`src/cle_pkg.sv`:
```
// ----------------------------------------------------------------------------
// cle_pkg
// Shared widths, constants and controller/datapath interface types for the
// cpu load estimator.
// ----------------------------------------------------------------------------
package cle_pkg;

  // field and state widths
  localparam int TIME_W  = 32;
  localparam int COUNT_W = 32;
  localparam int WIN_W   = 10;
  localparam int PCT_W   = 7;
  localparam int PROD_W  = COUNT_W + TIME_W;

  // window length reset value in ms
  localparam logic [WIN_W-1:0] WIN_RESET = WIN_W'(25);

  // scaling constants
  localparam int US_PER_MS = 1000;
  localparam int PCT_SCALE = 100;

  // total window length in us fits 20 bits (1023 * 1000)
  localparam int TOTAL_W = 20;
  // work * 100 fits 27 bits
  localparam int NUM_W   = 27;

  // quotient bits of the load divide, one per step
  localparam int QUOT_W    = PCT_W;
  localparam int DIV_CNT_W = $clog2(QUOT_W);

  // commands from controller to datapath
  typedef struct packed {
    logic accept;   // latch transaction and update per-pass state
    logic mul;      // form pass_count * avg_pass_time
    logic scale;    // cap idle, form work * 100, load divider
    logic div_step; // one restoring divide step
    logic finish;   // commit load, peak, average, close window
    logic publish;  // load output register
  } cle_cmd_t;

  // status from datapath to controller
  typedef struct packed {
    logic closed;   // the current pass closes a window
  } cle_status_t;

endpackage

```
`src/cle_datapath.sv`:
```
// ----------------------------------------------------------------------------
// cle_datapath
// Pass counting, pass-time averaging, window check, idle product, restoring
// load divider and the output register.
// ----------------------------------------------------------------------------
module cle_datapath (
  input  logic                        clk,
  input  logic                        rst,
  input  logic                        cfg_we,
  input  logic [cle_pkg::WIN_W-1:0]   cfg_wdata,
  input  logic [cle_pkg::TIME_W-1:0]  now_us,
  input  logic [cle_pkg::TIME_W-1:0]  now_ms,
  input  logic                        preempted,
  input  cle_pkg::cle_cmd_t           cmd,
  output cle_pkg::cle_status_t        status,
  output logic [cle_pkg::PCT_W-1:0]   load_pct,
  output logic [cle_pkg::PCT_W-1:0]   peak_pct,
  output logic [cle_pkg::PCT_W-1:0]   average_pct,
  output logic                        window_closed
);

  // configuration
  logic [cle_pkg::WIN_W-1:0]   window_ms;

  // architectural state
  logic [cle_pkg::COUNT_W-1:0] pass_count;
  logic [cle_pkg::TIME_W-1:0]  avg_pass_time;
  logic [cle_pkg::TIME_W-1:0]  last_pass_start;
  logic [cle_pkg::TIME_W-1:0]  window_start_ms;
  logic [cle_pkg::PCT_W-1:0]   last_load;
  logic [cle_pkg::PCT_W-1:0]   peak_load;
  logic [cle_pkg::PCT_W-1:0]   average_load;

  // per-transaction working registers
  logic                        closed;
  logic [cle_pkg::TIME_W-1:0]  now_ms_q;
  logic [cle_pkg::TOTAL_W-1:0] total;
  logic [cle_pkg::PROD_W-1:0]  product;
  logic [cle_pkg::NUM_W-1:0]   rem;
  logic [cle_pkg::NUM_W-1:0]   divisor;
  logic [cle_pkg::QUOT_W-1:0]  quot;

  // combinational terms
  logic [cle_pkg::COUNT_W-1:0] pass_count_next;
  logic [cle_pkg::TIME_W-1:0]  pass_sum;
  logic [cle_pkg::TIME_W-1:0]  avg_pass_time_next;
  logic [cle_pkg::TIME_W-1:0]  ms_elapsed;
  logic                        closed_next;
  logic                        idle_capped;
  logic [cle_pkg::TOTAL_W-1:0] idle;
  logic [cle_pkg::TOTAL_W-1:0] work;
  logic [cle_pkg::PCT_W-1:0]   load;
  logic [cle_pkg::PCT_W:0]     avg_sum;

  // per-pass updates
  always_comb begin
    pass_count_next = (pass_count == '1) ? pass_count : pass_count + 1'b1;
    pass_sum = avg_pass_time + (now_us - last_pass_start);
    avg_pass_time_next = preempted ? avg_pass_time : (pass_sum >> 1);
    ms_elapsed = now_ms - window_start_ms;
    closed_next = ms_elapsed >= cle_pkg::TIME_W'(window_ms);
  end

  // idle time capped at the window length, then work scaled to percent
  always_comb begin
    idle_capped = (|product[cle_pkg::PROD_W-1:cle_pkg::TOTAL_W]) ||
                  (product[cle_pkg::TOTAL_W-1:0] > total);
    idle = idle_capped ? total : product[cle_pkg::TOTAL_W-1:0];
    work = total - idle;
  end

  // final load and running average
  always_comb begin
    load = (total == '0) ? '0 : quot;
    avg_sum = {1'b0, average_load} + {1'b0, load};
  end

  assign status.closed = closed;

  // configuration register
  always_ff @(posedge clk) begin
    if (rst) begin
      window_ms <= cle_pkg::WIN_RESET;
    end else if (cfg_we) begin
      window_ms <= cfg_wdata;
    end
  end

  // architectural state
  always_ff @(posedge clk) begin
    if (rst) begin
      pass_count      <= '0;
      avg_pass_time   <= '0;
      last_pass_start <= '0;
      window_start_ms <= '0;
      last_load       <= '0;
      peak_load       <= '0;
      average_load    <= '0;
      closed          <= 1'b0;
    end else begin
      if (cmd.accept) begin
        pass_count      <= pass_count_next;
        avg_pass_time   <= avg_pass_time_next;
        last_pass_start <= now_us;
        closed          <= closed_next;
      end
      if (cmd.finish) begin
        last_load       <= load;
        peak_load       <= (load > peak_load) ? load : peak_load;
        average_load    <= avg_sum[cle_pkg::PCT_W:1];
        pass_count      <= '0;
        window_start_ms <= now_ms_q;
      end
    end
  end

  // working registers: multiply, scale and restoring divide
  always_ff @(posedge clk) begin
    if (cmd.accept) begin
      now_ms_q <= now_ms;
      total    <= cle_pkg::TOTAL_W'(window_ms) * cle_pkg::TOTAL_W'(cle_pkg::US_PER_MS);
    end
    if (cmd.mul) begin
      product <= cle_pkg::PROD_W'(pass_count) * cle_pkg::PROD_W'(avg_pass_time);
    end
    if (cmd.scale) begin
      rem     <= cle_pkg::NUM_W'(work) * cle_pkg::NUM_W'(cle_pkg::PCT_SCALE);
      divisor <= cle_pkg::NUM_W'(total) << (cle_pkg::QUOT_W - 1);
      quot    <= '0;
    end
    if (cmd.div_step) begin
      if (rem >= divisor) begin
        rem  <= rem - divisor;
        quot <= {quot[cle_pkg::QUOT_W-2:0], 1'b1};
      end else begin
        quot <= {quot[cle_pkg::QUOT_W-2:0], 1'b0};
      end
      divisor <= divisor >> 1;
    end
  end

  // output register
  always_ff @(posedge clk) begin
    if (cmd.publish) begin
      load_pct      <= last_load;
      peak_pct      <= peak_load;
      average_pct   <= average_load;
      window_closed <= closed;
    end
  end

endmodule

```
`src/cle_controller.sv`:
```
// ----------------------------------------------------------------------------
// cle_controller
// Sequencer for one transaction: accept, multiply, scale, divide, commit and
// hand the result to the output register.
// ----------------------------------------------------------------------------
module cle_controller (
  input  logic                 clk,
  input  logic                 rst,
  input  logic                 in_valid,
  output logic                 in_ready,
  output logic                 out_valid,
  input  logic                 out_ready,
  input  cle_pkg::cle_status_t status,
  output cle_pkg::cle_cmd_t    cmd
);

  typedef enum logic [2:0] {
    ST_IDLE,
    ST_MUL,
    ST_SCALE,
    ST_DIV,
    ST_FIN,
    ST_PUB
  } state_t;

  state_t                        state;
  logic [cle_pkg::DIV_CNT_W-1:0] div_cnt;
  logic                          div_last;

  assign in_ready = (state == ST_IDLE);
  assign div_last = (div_cnt == cle_pkg::DIV_CNT_W'(cle_pkg::QUOT_W - 1));

  // datapath commands decoded from state
  always_comb begin
    cmd          = '0;
    cmd.accept   = in_valid && in_ready;
    cmd.mul      = (state == ST_MUL);
    cmd.scale    = (state == ST_SCALE);
    cmd.div_step = (state == ST_DIV);
    cmd.finish   = (state == ST_FIN);
    cmd.publish  = (state == ST_PUB) && (!out_valid || out_ready);
  end

  // state, divide step counter and output valid
  always_ff @(posedge clk) begin
    if (rst) begin
      state     <= ST_IDLE;
      div_cnt   <= '0;
      out_valid <= 1'b0;
    end else begin
      if (cmd.publish) begin
        out_valid <= 1'b1;
      end else if (out_ready) begin
        out_valid <= 1'b0;
      end
      case (state)
        ST_IDLE: begin
          if (cmd.accept) begin
            state <= ST_MUL;
          end
        end
        ST_MUL: begin
          state <= status.closed ? ST_SCALE : ST_PUB;
        end
        ST_SCALE: begin
          div_cnt <= '0;
          state   <= ST_DIV;
        end
        ST_DIV: begin
          div_cnt <= div_cnt + 1'b1;
          if (div_last) begin
            state <= ST_FIN;
          end
        end
        ST_FIN: begin
          state <= ST_PUB;
        end
        ST_PUB: begin
          if (cmd.publish) begin
            state <= ST_IDLE;
          end
        end
        default: begin
          state <= ST_IDLE;
        end
      endcase
    end
  end

  // a transaction leaves idle right away
  a_accept_busy: assert property (@(posedge clk) disable iff (rst)
    cmd.accept |=> !in_ready)
    else $error("input taken again while busy");

  // the divide runs exactly its quotient width in steps
  a_div_bound: assert property (@(posedge clk) disable iff (rst)
    (state == ST_DIV) |-> (div_cnt <= cle_pkg::DIV_CNT_W'(cle_pkg::QUOT_W - 1)))
    else $error("divide step counter overran");

  // commit only follows the last divide step
  a_fin_after_div: assert property (@(posedge clk) disable iff (rst)
    (state == ST_FIN) |-> ($past(state) == ST_DIV))
    else $error("commit without divide");

  // a published result is presented next cycle
  a_pub_valid: assert property (@(posedge clk) disable iff (rst)
    cmd.publish |=> out_valid)
    else $error("published result not presented");

endmodule

```
`src/cpu_load_estimator_core.sv`:
```
// Sequence: accept and multiply, then publish when no window closes; when
//   one closes, scale, 7-step divide and commit come before the publish.
// Flow: the 7-step restoring load divider makes a closing transaction longer.
//   A new transaction is accepted only after publish. A finished result may
//   wait in the output register while the next transaction is accepted.
// Reset: synchronous active-high rst clears all but the working and output registers; window_ms returns to 25.
// ----------------------------------------------------------------------------
// cpu_load_estimator_core
// CPU load estimate from idle-loop passes: controller plus datapath.
// ----------------------------------------------------------------------------
module cpu_load_estimator_core (
  input  logic                       clk,
  input  logic                       rst,
  input  logic                       cfg_we,
  input  logic [cle_pkg::WIN_W-1:0]  cfg_wdata,
  input  logic                       in_valid,
  output logic                       in_ready,
  input  logic [cle_pkg::TIME_W-1:0] now_us,
  input  logic [cle_pkg::TIME_W-1:0] now_ms,
  input  logic                       preempted,
  output logic                       out_valid,
  input  logic                       out_ready,
  output logic [cle_pkg::PCT_W-1:0]  load_pct,
  output logic [cle_pkg::PCT_W-1:0]  peak_pct,
  output logic [cle_pkg::PCT_W-1:0]  average_pct,
  output logic                       window_closed
);

  cle_pkg::cle_cmd_t    cmd;
  cle_pkg::cle_status_t status;

  // sequencer
  cle_controller u_ctrl (
    .clk       (clk),
    .rst       (rst),
    .in_valid  (in_valid),
    .in_ready  (in_ready),
    .out_valid (out_valid),
    .out_ready (out_ready),
    .status    (status),
    .cmd       (cmd)
  );

  // arithmetic and state
  cle_datapath u_dp (
    .clk           (clk),
    .rst           (rst),
    .cfg_we        (cfg_we),
    .cfg_wdata     (cfg_wdata),
    .now_us        (now_us),
    .now_ms        (now_ms),
    .preempted     (preempted),
    .cmd           (cmd),
    .status        (status),
    .load_pct      (load_pct),
    .peak_pct      (peak_pct),
    .average_pct   (average_pct),
    .window_closed (window_closed)
  );

endmodule
```
`config.mk`:
```
export PLATFORM = sky130hd
export DESIGN_NAME = cpu_load_estimator_core
export DESIGN_NICKNAME = d
export VERILOG_FILES = /design/src/cle_pkg.sv /design/src/cle_datapath.sv /design/src/cle_controller.sv /design/src/cpu_load_estimator_core.sv
export SDC_FILE = /design/constraint.sdc
export NUM_CORES = 2
export LEC_CHECK = 0
export BUFFER_PORTS_ARGS = -buffer_cell sky130_fd_sc_hd__buf_2
export CORE_ASPECT_RATIO = 1.75
export CORE_MARGIN = 5
export CORE_UTILIZATION = 39
export CTS_CLUSTER_DIAMETER = 100
export DETAILED_ROUTE_END_ITERATION = 10
export SYNTH_ARGS = -nofsm -noshare
export SYNTH_HDL_FRONTEND = slang
export SYNTH_HIERARCHICAL = 1
export SYNTH_SLANG_ARGS = --single-unit
export TNS_END_PERCENT = 1
```
`constraint.sdc`:
```
create_clock -name clk -period 7.15 [get_ports clk]
set_clock_uncertainty 0.05 [all_clocks]
set_input_delay 1.43 -clock clk [delete_from_list [all_inputs] [get_ports clk]]
set_output_delay 1.43 -clock clk [all_outputs]
set_load 0.02 [all_outputs]
```
# Word level (Yosys, flattened, before mapping)
# Cells that the tools add are included.
[totals] reg_bits=361 input_bits=80 word_cells=83
[op_classes] n_addsub=8 multipliers=3 order_cmp=4 eq_ne=10 muxes=18 bitwise=2 n_reduce_logical=15
[op_table] op="27-bit two-way mux" n=3
[op_table] op="32-bit subtractor" n=2
[op_table] op="32-bit by 31-bit multiplier with 63-bit output" n=1
[op_table] op="44-bit OR reduction" n=1
[op_table] op="31-bit by 32-bit adder with 32-bit output" n=1
[op_table] op="32-bit by 1-bit adder with 32-bit output (second input constant)" n=1
[op_table] op="32-bit equality test (second input constant)" n=1
[op_table] op="32-bit by 10-bit >= comparator with 1-bit output" n=1
[op_table] op="27-bit by 26-bit >= comparator with 1-bit output" n=1
[op_table] op="27-bit by 26-bit subtractor with 27-bit output" n=1
[op_table] op="26-bit two-way mux" n=1
[op_table] op="20-bit by 5-bit multiplier with 25-bit output (second input constant)" n=1
[op_table] op="25-bit two-way mux" n=1
[op_table] op="7-bit two-way mux" n=3
[op_table] op="20-bit > comparator" n=1
[op_table] op="20-bit logical NOT" n=1
[op_table] op="20-bit two-way mux" n=1
[op_table] op="20-bit subtractor" n=1
[op_table] op="3-bit one-hot mux with 6 select lines" n=1
[op_table] op="10-bit by 7-bit multiplier with 17-bit output (second input constant)" n=1
[op_table] op="3-bit two-way mux" n=4
[op_table] op="3-bit equality test (second input constant)" n=3
[op_table] op="7-bit by 7-bit adder with 8-bit output" n=1
[op_table] op="7-bit > comparator" n=1
[op_table] op="16 further kinds" n=26

# Longest topological paths before layout
[logic_depth] depth_word=8 ltp_mapped=35 mapped_depth_nobuf=34

# Hierarchy
# The synthesis kept the hierarchy.
[modules_own_cells] module="cle_datapath" n_inst=1 cells_each=6144 area_per_inst_um2=55007.8 seq_area_each_um2=8738.4
[modules_own_cells] module="cle_controller" n_inst=1 cells_each=54 area_per_inst_um2=432.9 seq_area_each_um2=140.1

# Worst setup path after synthesis
# OpenSTA, ideal clock, no wires.
[synth_path] path_type="register -> register" from="register u_dp/pass_count[23] (netlist name)" to="register u_dp/product[62] (netlist name) (data pin)" setup_time_ps=266 t_arrival_ps=7372 t_required_ps=6834 path_slack_ps=-538 stages_incl_launch_ff=29 path_buffers=3 synth_period_minus_slack_ps=7688 cell_sequence="dfxtp_1 -> clkbuf_1 -> buf_1 -> nand2_1 -> fa_1 -> inv_1 -> fa_1 -> inv_1 -> fa_1 -> fa_1 -> inv_1 -> fa_1 -> inv_1 -> fa_1 -> fa_1 -> fa_1 -> inv_1 -> ha_1 -> clkbuf_1 -> a21o_1 -> a21oi_1 -> nor2_1 -> or4b_1 -> o21ai_1 -> a21oi_1 -> o21ai_1 -> o21ai_1 -> nor4_1 -> nor3_1"
[synth_via] elab_chain_cells=1
[synth_rtl] element="start: declaration" line_no="cle_datapath.sv:26" rtl="logic [cle_pkg::COUNT_W-1:0] pass_count;"
[synth_rtl] element="start signal: assignment" line_no="cle_datapath.sv:102" rtl="pass_count <= pass_count_next;"
[synth_rtl] element="32-bit by 31-bit multiplier with 63-bit output" line_no="cle_datapath.sv:124" rtl="product <= cle_pkg::PROD_W'(pass_count) * cle_pkg::PROD_W'(avg_pass_time);"
[synth_rtl] element="end signal: assignment" line_no="cle_datapath.sv:124"
[synth_rtl] element="end: declaration" line_no="cle_datapath.sv:38" rtl="logic [cle_pkg::PROD_W-1:0] product;"
# Every way passes these cells.
# A chain may end at the register's enable or synchronous reset.

# Worst setup path in the final report
[layout_path] from="register u_dp/avg_pass_time[10] (netlist name)" to="register u_dp/product[62] (netlist name) (data pin)"
[layout_via] elab_chain_cells=1
[layout_rtl] element="start: declaration" line_no="cle_datapath.sv:27" rtl="logic [cle_pkg::TIME_W-1:0] avg_pass_time;"
[layout_rtl] element="start signal: assignment" line_no="cle_datapath.sv:103" rtl="avg_pass_time <= avg_pass_time_next;"
[layout_rtl] element="32-bit by 31-bit multiplier with 63-bit output" line_no="cle_datapath.sv:124"
# Every way passes these cells.

==> results.toml <==
[placed_design]
dp.cells = 8415
dpl.hpwl_microns = 140000
place.gp.congestion = 0.941
port_buffers = 103
dp_worst_setup_slack_ns = -0.613
placed_area_sq_um = 62100

[die]
floorplan.initialDensity = 0.391
io_pins = 104
die-height_microns = 509
rows = 183
die_w_microns = 295
core-area_sq_um = 142000
dieArea_sq_um = 150000

[worst_setup_path]
critPathCaptureType = "flop"
max_stage_delay_ns = 0.57
r2r_cells = 28
worst_path_most_repeated_cell = "fa_1"
crit_fanout = 11
startpoint_type = "flop"
cp-startpoint = "u_dp/avg_pass_time[10]"
cpMaxStageDelayCell = "fa_1"
worstPathRequired_ns = 7.53
r2r_start = "u_dp/avg_pass_time[10]"
crit_arrival_ns = 8.04
crit_type = "flop to flop"

[routing]
route.vias.total = 43862
dr.pass1.iters = 5
drt-total-wl_microns = 166000
drtIter0Drc = 1802
post_drt_wl_per_cell_microns = 19.5
ant_nets = 0
vias_per_cell = 5.15
post-route-drc-count = 0

[grt]
grt_pass1_wl_microns = 260000
use_met1 = 0.199
use_met3 = 0.0200
grt_max_degree = 73
grt_util_all_layers = 0.223
busiest_layer = "met2"
antenna_found_initial = 5
grt_pass1_vias = 48785
gr-total-overflow = 0
grt_use_met2 = 0.441

[sta]
slew_headroom = 0.247
slew_violations = 0
finalCritPeriodShare = 1.07
rsz0062_at_grt = "yes"
tightestPinTransition_ns = 1.13
setup_violations = 29
setup_tns_ns = -7.69
hold_violations = 0
max_freq_ghz = 0.131
final.setup.worst_slack_ns = -0.509
period_needed_ns = 7.66

[final_layout]
final_cell_area_sq_um = 64300
layout-drive-gt1-share = 0.142
area_growth_pct = 15.9
fill_cells = 13757
nNetsFinal = 8169
fin_cells = 8520

[worst_hold_path]
min_path_type = "flop to flop"
min-delay-start = "u_dp/last_load[0]"
min_path_cells = 0

[logic_synthesis]
synth_area_leader_cell = "fa_1"
ys_ff_latch = 360
async_flop_share = 0
yosysTopAreaCellShare = 0.341
synth_cell_type_count = 80
synth_fp_nets = 7732
synthFlopType = "dfxtp_1"
yosysSeqAreaShare = 0.160
netlist_area_sq_um = 55400
synth_top_cells_by_area = "fa_1, ha_1, edfxtp_1"
syn_area_per_cell_sq_um = 8.94
synth-edff-count = 167
synth_cells = 6198
ys_warn_count = 6

[power_and_ir_drop]
vdd_ir_drop_max_v = 0.000957
power.density_nw_per_um2 = 322
leakagePower_nw = 30.5

[clock_tree]
root_buffer = "clkbuf_16"
cts_tree = "built"
cts_hold_buffers = 0
clock_sinks = 360
worstSkewPairLatency_ns = 0.64
clk_pin_slew_ns = 0.06
clockBufferDepth = 3
htreeDepth = 2
cts_made_buffers = 43

[job]
maxCapViolations = 0

[run_status]
outcome = "finished with violations"
violations = "negative setup slack"
## metrics by stage
step | hold slack [ns] | util | power (mW)
5_1_grt | 0.391 | 0.454 | 22.8
3_5_place_dp | 0.366 | 0.438 | 18.4
2_1_floorplan | 0.358 | - | 12.0
3_3_place_gp | 0.363 | 0.438 | 18.2
6_report | 0.380 | 0.454 | 20.7
4_1_cts | 0.382 | 0.451 | 21.0
## final timing paths
path                       to  slack (ns)
max          u_dp/product[62]       -0.51
min reg2reg  u_dp/load_pct[0]        0.38
max reg2reg  u_dp/product[62]       -0.51
min          u_dp/load_pct[0]        0.38
## flip-flops by register name (all words and copies together) (netlist names), 26 cells and up
| name | count |
|---|---|
| u_dp/product | 63 |
| u_dp/last_pass_start | 32 |
| u_dp/now_ms_q | 32 |
| u_dp/pass_count | 32 |
| u_dp/window_start_ms | 32 |
| u_dp/avg_pass_time | 31 |
| u_dp/rem | 27 |
| u_dp/divisor | 26 |
## worst max-delay path, delay by kind of cell (launching register included)
kind	cells	cell delay [ns]
simple gates	4	0.96
compound gates	7	1.17
flops	1	0.38
buf+inv	8	0.60
fa+ha+maj	9	4.28
## layout by cell type (no fill, tap or decap), drive strengths merged, types with 24 or more instances in the layout
master / Yosys / routed
a21o: 89 / 89
xor2: 87 / 87
ha: 509 / 509
o21ai: 148 / 148
nand2: 990 / 990
o21a: 24 / 24
a21oi: 232 / 232
a31oi: 24 / 24
inv: 1254 / 1259
edfxtp: 167 / 167
and2: 234 / 234
buf: 25 / 705
xnor2: 110 / 110
and3: 26 / 26
dfxtp: 193 / 193
nor3: 36 / 36
nand2b: 27 / 27
nor2b: 35 / 35
fa: 945 / 945
mux2i: 116 / 116
nand4: 41 / 41
nor2: 274 / 274
clkbuf: 290 / 49
nand3: 61 / 61
## where the power goes
group	switching (mW)	internal (mW)
Clock	1.05	1.28
Combinational	7.99	7.62
Sequential	0.230	2.54
Total	9.26	11.4
## final cells by class
| cell class | count | area (sq um) | area share |
|---|---|---|---|
| Clock buffer | 48 | 1090 | 0.0170 |
| Tap cell | 1850 | 2310 | 0.0360 |
| Timing Repair Buffer | 707 | 5710 | 0.0889 |
| Antenna cell | 3 | 7.51 | 0.000117 |
| Multi-Input combinational cell | 4269 | 41200 | 0.640 |
| Inverter | 1254 | 4710 | 0.0732 |
| Clock inverter | 29 | 335 | 0.00522 |
| Sequential cell | 360 | 8940 | 0.139 |
## repair_timing
item | in CTS | in global routing
pin swaps | 28 | 25
setup buffers | 12 | 10
resized for setup | 87 | 70
endpoints found under the hold margin | 0 | 0
setup endpoints to repair | 40 | 49
gates cloned | 2 | 1
## metal layers
layer	share of wire	wire length, microns
met4	0.11	18400
met2	0.55	91800
met5	0.00020	33
met3	0.030	4930
met1	0.31	50800
## synthesized netlist by cell type, drive strengths merged (7+ instances only)
master,n
mux2i,116
a21o,89
and4,7
a21oi,232
a211o,11
o211ai,23
fa,945
xnor2,110
dfxtp,193
a211oi,23
nor3,36
xor2,87
or2,11
nand2,990
o21ai,148
ha,509
o21a,24
nor2,274
buf,25
o21bai,20
clkbuf,290
edfxtp,167
nor4,22
nand2b,27
nand3,61
nand3b,8
or3,20
nor2b,35
and3,26
o31ai,12
a31oi,24
mux2,7
nand4,41
a221oi,8
a41oi,7
inv,1254
and2,234
## cell families after synthesis
logic type                 Yosys count  synth area share
AOI/OAI and AO/OA                  685            0.0775
xor gates and xnor gates           197            0.0311
adders and majority gates         1454             0.456
buffers and inverters             1569             0.106
DFF                                360             0.160
muxes                              123            0.0224
and+or+nand+nor                   1810             0.146
(Power assumes the default switching activity.)
